`src/rtl/assert_macros.svh`:
```
`ifndef ASSERT_MACROS_SVH
`define ASSERT_MACROS_SVH

// same-cycle implication
`define ASSERT_IMP(label, clk, rst_n, ante, cons) \
	label: assert property (@(posedge clk) disable iff (!rst_n) (ante) |-> (cons)) \
		else $error("implication check failed");

// next-cycle implication
`define ASSERT_NXT(label, clk, rst_n, ante, cons) \
	label: assert property (@(posedge clk) disable iff (!rst_n) (ante) |=> (cons)) \
		else $error("next-cycle check failed");

`endif

```
`src/rtl/lfsa_pkg.sv`:
```
package lfsa_pkg;

	localparam int SLOTS_DEF     = 64;
	localparam int TIME_BITS_DEF = 32;
	localparam int FIELD_W       = 32;
	localparam int USE_W         = 32;
	localparam int IDX_OUT_W     = 6;
	localparam int OPEN_OUT_W    = 7;
	localparam int IN_DATA_W     = 64;
	localparam int OUT_DATA_W    = 48;

	localparam logic [USE_W-1:0] USE_MAX = '1;

	typedef struct packed {
		logic valid;
		logic placed;
	} lfsa_ctl_t;

endpackage

```
`src/rtl/lfsa_cell.sv`:
```
module lfsa_cell #(
	parameter int TIME_BITS = 32,
	parameter int IDX_W     = 6,
	parameter int CNT_W     = 7,
	parameter int INDEX     = 0
) (
	input  logic                    clk,
	input  logic                    arst_n,
	input  logic                    advance,
	input  lfsa_pkg::lfsa_ctl_t     up_ctl,
	input  logic [TIME_BITS-1:0]    up_start,
	input  logic [TIME_BITS-1:0]    up_fin,
	input  logic [IDX_W-1:0]        up_idx,
	input  logic [lfsa_pkg::USE_W-1:0] up_uses,
	input  logic [CNT_W-1:0]        up_cnt,
	output lfsa_pkg::lfsa_ctl_t     dn_ctl,
	output logic [TIME_BITS-1:0]    dn_start,
	output logic [TIME_BITS-1:0]    dn_fin,
	output logic [IDX_W-1:0]        dn_idx,
	output logic [lfsa_pkg::USE_W-1:0] dn_uses,
	output logic [CNT_W-1:0]        dn_cnt
);
	import lfsa_pkg::*;

	logic                 open_q;
	logic [TIME_BITS-1:0] end_q;
	logic [USE_W-1:0]     uses_q;
	lfsa_ctl_t            ctl_q;
	logic [TIME_BITS-1:0] start_q;
	logic [TIME_BITS-1:0] fin_q;
	logic [IDX_W-1:0]     idx_q;
	logic [USE_W-1:0]     uses_out_q;
	logic [CNT_W-1:0]     cnt_q;

	logic             free;
	logic             take;
	logic             open_after;
	logic [USE_W-1:0] new_uses;

	assign free       = open_q && (end_q <= up_start);
	assign take       = up_ctl.valid && !up_ctl.placed && (free || !open_q);
	assign open_after = open_q || take;
	assign new_uses   = !open_q ? USE_W'(1) :
		(uses_q == USE_MAX) ? uses_q : uses_q + USE_W'(1);

	always_ff @(posedge clk or negedge arst_n) begin
		if (!arst_n) begin
			open_q <= 1'b0;
			ctl_q  <= '0;
		end else if (advance) begin
			if (take) begin
				open_q <= 1'b1;
			end
			ctl_q.valid  <= up_ctl.valid;
			ctl_q.placed <= up_ctl.placed || take;
		end
	end

	always_ff @(posedge clk) begin
		if (advance) begin
			if (take) begin
				end_q  <= up_fin;
				uses_q <= new_uses;
			end
			start_q    <= up_start;
			fin_q      <= up_fin;
			idx_q      <= take ? IDX_W'(INDEX) : up_idx;
			uses_out_q <= take ? new_uses : up_uses;
			cnt_q      <= up_cnt + CNT_W'(open_after);
		end
	end

	assign dn_ctl   = ctl_q;
	assign dn_start = start_q;
	assign dn_fin   = fin_q;
	assign dn_idx   = idx_q;
	assign dn_uses  = uses_out_q;
	assign dn_cnt   = cnt_q;

endmodule

```
`config.mk`:
```
export PLATFORM = sky130hd
export DESIGN_NAME = lfsa_cell
export DESIGN_NICKNAME = d
export VERILOG_FILES = /design/src/rtl/assert_macros.svh /design/src/rtl/lfsa_pkg.sv /design/src/rtl/lfsa_cell.sv
export SDC_FILE = /design/constraint.sdc
export NUM_CORES = 1
export LEC_CHECK = 0
export ABC_AREA = 1
export BUFFER_PORTS_ARGS = -buffer_cell sky130_fd_sc_hd__buf_2
export CAP_MARGIN = 20
export CORE_MARGIN = 2
export CORE_UTILIZATION = 25
export DETAILED_ROUTE_END_ITERATION = 8
export GPL_TIMING_DRIVEN = 0
export SLEW_MARGIN = 15
export SYNTH_ARGS = -nofsm -noshare
export SYNTH_HDL_FRONTEND = slang
export SYNTH_SLANG_ARGS = --single-unit
```
`constraint.sdc`:
```
create_clock -name clk -period 3.23 [get_ports clk]
set_input_delay 0.323 -clock clk [delete_from_list [all_inputs] [get_ports clk]]
set_output_delay 0.323 -clock clk [all_outputs]
set_load 0.02 [all_outputs]
```
# == Yosys cells after proc, flatten, opt, wreduce, memory -nomap -nowiden ==
# Index checks and enable logic that the tools add are counted.
# totals
reg_bits,176
inputBits,114
# classes
n_addsub,2
order_cmp,1
eq_ne,1
n_mux,3
reduce_logical,9
# op_table
cell,n
2-to-1 mux 32 bit,3
"adder 32 x 1 -> 32 bit, second input constant",1
"== test 32 bit, second input constant",1
less-or-equal comparator 32 bit,1
adder 7 x 1 -> 7 bit,1
logical AND 1 bit,3
logical OR 1 bit,3
zero test 1 bit,2
AND reduction 2 bit,1

# == Longest topological paths before layout ==
# depth
ltp_word,6
mapped_depth,18
depth_no_buf,17

# == Worst setup path after synthesis ==
# OpenSTA, ideal clock, no wires.
# synth_timing
path_kind,input to register
startpoint,in up_start[7]
endpoint,"reg end_q[0], enable pin"
setup_ns,0.418
arrival_ns,2.730
path_slack_ns,0.082
stages,13
path_buffers,1
path_cell_list,inv_1 ha_1 a21o_1 nor2_1 nand2_1 nand2_1 nand2_1 nand2_1 nand2_1 nand2_1 buf_4 nand3_1 inv_1
# synth_via
elab_chain_cells,5
# synth_rtl
item,line,rtl
"start, declared",lfsa_cell.sv:11,"input logic [TIME_BITS-1:0] up_start,"
less-or-equal comparator 32 bit,lfsa_cell.sv:40,assign free = open_q && (end_q <= up_start);
logical AND 1 bit,lfsa_cell.sv:40,
logical OR 1 bit,lfsa_cell.sv:41,assign take = up_ctl.valid && !up_ctl.placed && (free || !open_q);
logical AND 1 bit,lfsa_cell.sv:41,
AND reduction 2 bit (no source line),-,
"end signal, assigned",lfsa_cell.sv:62,end_q <= up_fin;
"end, declared",lfsa_cell.sv:26,logic [TIME_BITS-1:0] end_q;
# Every way passes these cells.
# A chain may end at the register's enable or synchronous reset.

# == Final worst setup path ==
# layout_timing
startpoint,reg end_q[15]
endpoint,"reg end_q[7], enable pin"
# layout_via
elab_chain_cells,5
# layout_rtl
item,line
less-or-equal comparator 32 bit,lfsa_cell.sv:40
logical AND 1 bit,lfsa_cell.sv:40
logical OR 1 bit,lfsa_cell.sv:41
logical AND 1 bit,lfsa_cell.sv:41
AND reduction 2 bit (no source line),-
# Every way passes these cells.

==> results.yml <==
synthesis:
  syn_area_um2: 8130
  synthArstFlopShare_pct: 1.70
  synth.area.top_cells: "sky130_fd_sc_hd__edfxtp_1 64%, sky130_fd_sc_hd__nand2_1 9.6%, sky130_fd_sc_hd__ha_1 5.4%"
  synth_top_cell_by_area: "sky130_fd_sc_hd__edfxtp_1"
  synthSimpleGateAreaFrac_pct: 20.0
  number_of_enable_type_register_cells_in_the_synthesized_netlist: 173
  synthXorXnorAreaFrac_pct: 1.83
  synth.yosys.seq_area_share_pct: 64.8
  postSynthNetCount: 881
  synth.cells.most_frequent: "207 x sky130_fd_sc_hd__nand2_1, 173 x sky130_fd_sc_hd__edfxtp_1, 60 x sky130_fd_sc_hd__inv_1, 60 x sky130_fd_sc_hd__nor2_1, 57 x sky130_fd_sc_hd__nand3_1"
  yosysWarningCount: 0
  ys_dominant_reg_cell: "sky130_fd_sc_hd__edfxtp_1"
  netlist_instances: 732
  ys_ff_latch: 176
  synth-compound-area-share_pct: 2.95
  synth_top_area_share_pct: 63.9
  synth.lib_cells_used.distinct: 39
  main_combinational_cell_family_by_area_after_synthesis: "simple AND/OR/NAND/NOR gates"
  synth_mux_area_share_pct: 0.123
  post_synth_adder_cell_area_pct: 5.38
  leading_cell_type_by_number_of_instances_after_synthesis: "sky130_fd_sc_hd__nand2_1"
  post_synth.cell_area_avg_um2: 11.1
layout:
  fillers: 3332
  final_layout_size_suffix_gt1_share_pct: 32.8
  layout-area-overhead-vs-synth_pct: 28.7
  nNetsFinal: 1127
  finalCoreUtilization_pct: 32.4
  layout.area.seq_um2: 5270
  multi_input_gate_area_um2: 2460
timing:
  period_share_pct: 88.8
  worst_clock_skew_ns: 0.0119
  report.final.slew_viol_count: 0
  final_critical_path_setup_slack_ns: 0.362
  setup_repair_after_global_routing_missed_its_margin: "false"
  max-slew-margin-rel_pct: 52.7
  clock.fmax_mhz: 349
  minimum_period_implied_by_the_final_worst_setup_slack_ns: 2.87
  max_slew.worst_pin.slew_ns: 0.709
  report.final.setup_viol: 0
  final_hold_violation_count: 0
detailed_routing:
  post_drt_via_cell_ratio: 4.12
  route.final.wire_length_mm: 22.2
  drt_first_iter_violations: 222
  detail-route-antenna-nets: 0
  detail_route.wl_per_cell_um: 15.5
  drc: 0
  via_total_after_detailed_routing: 5914
  drt_pre_antenna_iters: 5
outcome:
  outcome: "complete, no violations"
global_route:
  grt_max_degree: 61
  grt_first_pass_wirelength_mm: 32.6
  antenna_found_initial: 2
  globalRouteTotalUtil_pct: 13.2
  grt_pass1_vias: 5622
  grt_overflow: 0
floorplan:
  die_w_um: 184
  cell_rows: 66
  dieHeight_um: 184
  core_area_um2: 32300
  io-pin-count: 225
  initial_core_util_pct: 25.2
  die-area_um2: 34000
clock_network:
  clk-insertion-delay-late_ns: 0.44
  cts.htree.levels: 4
  clk_transition_reported_paths_ns: 0.07
  cts_tree: "yes"
  clockBufferDepth: 2
  cts_root_buffer: "sky130_fd_sc_hd__clkbuf_16"
  clock-sinks: 176
  cts_made_buffers: 17
flow_run:
  count_of_maximum_capacitance_violations: 0
setup_path:
  crit_path_cell_trace: "ha_1 > nand2_1 > nor2_1 > nand4_1 > nor2_1 > a21oi_1 > nand2_1 > buf_4 > nand3_1 > inv_6 > buf_12"
  max_stage_delay_ns: 0.37
  setup.worst_path.class: "reg2reg"
  crit_path_end_kind: "flip-flop"
  slowest_stage: "sky130_fd_sc_hd__edfxtp_1"
  critPathMaxFanout: 33
  critical_path.startpoint_type: "flip-flop"
  worst-endpoint-arrival_ns: 2.99
  worstPathRequired_ns: 3.36
pwr:
  vdd.ir_drop.worst_v: 0.000369
  power.density_nw_per_um2: 514
  p_leak_nw: 4.61
place:
  numPortBuffers: 224
  routabilityCongestion: 0.878
  post-place-ws_ns: 0.0929
  dp_hpwl_mm: 17.0
hold_path:
  timing.hold.worst.class: "in2reg"
[state kept, by name (all words and copies together) (netlist names)]
register  count
dn_fin       32
dn_start     32
dn_uses      32
end_q        32
uses_q       32
dn_cnt        7
dn_idx        6
dn_ctl        2
open_q        1
[report_power, final]
group	total [mW]	internal [mW]	switching (mW)	leakage (nW)
clock network	2.11	1.15	0.954	0.283
registers	2.69	2.65	0.0365	1.68
logic	0.579	0.195	0.384	2.64
[logic make-up after synthesis]
| group | after synthesis |
|---|---|
| buffers and inverters | 98 |
| adders and majority gates | 35 |
| and+or+nand+nor | 366 |
| muxes | 1 |
| DFF | 176 |
| AOI/OAI and AO/OA | 39 |
| xor gates and xnor gates | 17 |
[per-stage QoR]
stage	hold slack, ns	power, mW	setup TNS, ns	std cells	cell area, um2
6_report	0.0666	5.38	0	1435	10500
5_1_grt	0.0396	5.61	0	1435	10500
4_1_cts	0.0371	5.46	0	1433	10500
3_5_place_dp	0.125	3.33	0	1400	9860
3_3_place_gp	0.122	3.32	-122.72	1398	9810
2_1_floorplan	0.0274	3.04	0	732	8130
[worst max-delay path, delay by kind of cell (launching register included)]
kind,cells,cell delay [ns]
compound gates,1,0.09
simple gates,6,0.90
flops,1,0.37
buf+inv,3,0.84
fa+ha+maj,1,0.30
[per-layer routing]
| metal | track usage (%) | share of wire [%] |
|---|---|---|
| met5 | 0 | 0 |
| met4 | 5.38 | 1.8 |
| met3 | 2.98 | 5.6 |
| met2 | 22.6 | 49 |
| met1 | 16.1 | 44 |
[cell usage in the layout, fill, tap and decap left out, drive strengths merged, types with 3 or more instances in the layout]
master    n
nand4     3
nand2   209
dfrtp     3
edfxtp  173
clkbuf   19
nor2     76
nand3    66
a21oi    23
o21ai     7
inv      84
xor2     12
nand3b    6
buf     241
a21boi    6
nor3      4
clkinv    8
ha       35
xnor2     5
[area by class of cell]
class	count	share of cell area, %
Inverter	82	3.00
Buffer	16	0.909
Tap cell	442	5.28
Sequential cell	176	50.4
Antenna cell	2	0.0478
Clock buffer	18	4.10
Timing Repair Buffer	227	11.3
Clock inverter	14	1.48
Multi-Input combinational cell	458	23.5
[final timing paths]
check                      cells past startpoint       start          to  slack [ns]
setup / recovery                              11   end_q[15]    end_q[7]        0.36
hold / removal                                 1  up_fin[20]  dn_fin[20]        0.07
setup reg to reg                              11   end_q[15]    end_q[7]        0.36
hold reg to reg                                2   dn_ctl[1]   dn_ctl[1]        0.52
max in group asynchronous                      2      arst_n      open_q        2.92
min in group asynchronous                      2      arst_n   dn_ctl[1]        0.20
[what timing repair did]
action	in CTS	in global routing
hold endpoints to repair	3	0
hold buffers	1	0
buffers inserted	0	0
resized for setup	0	1
setup endpoints to repair	0	1
No activity file was read; power rests on OpenSTA's default activity.
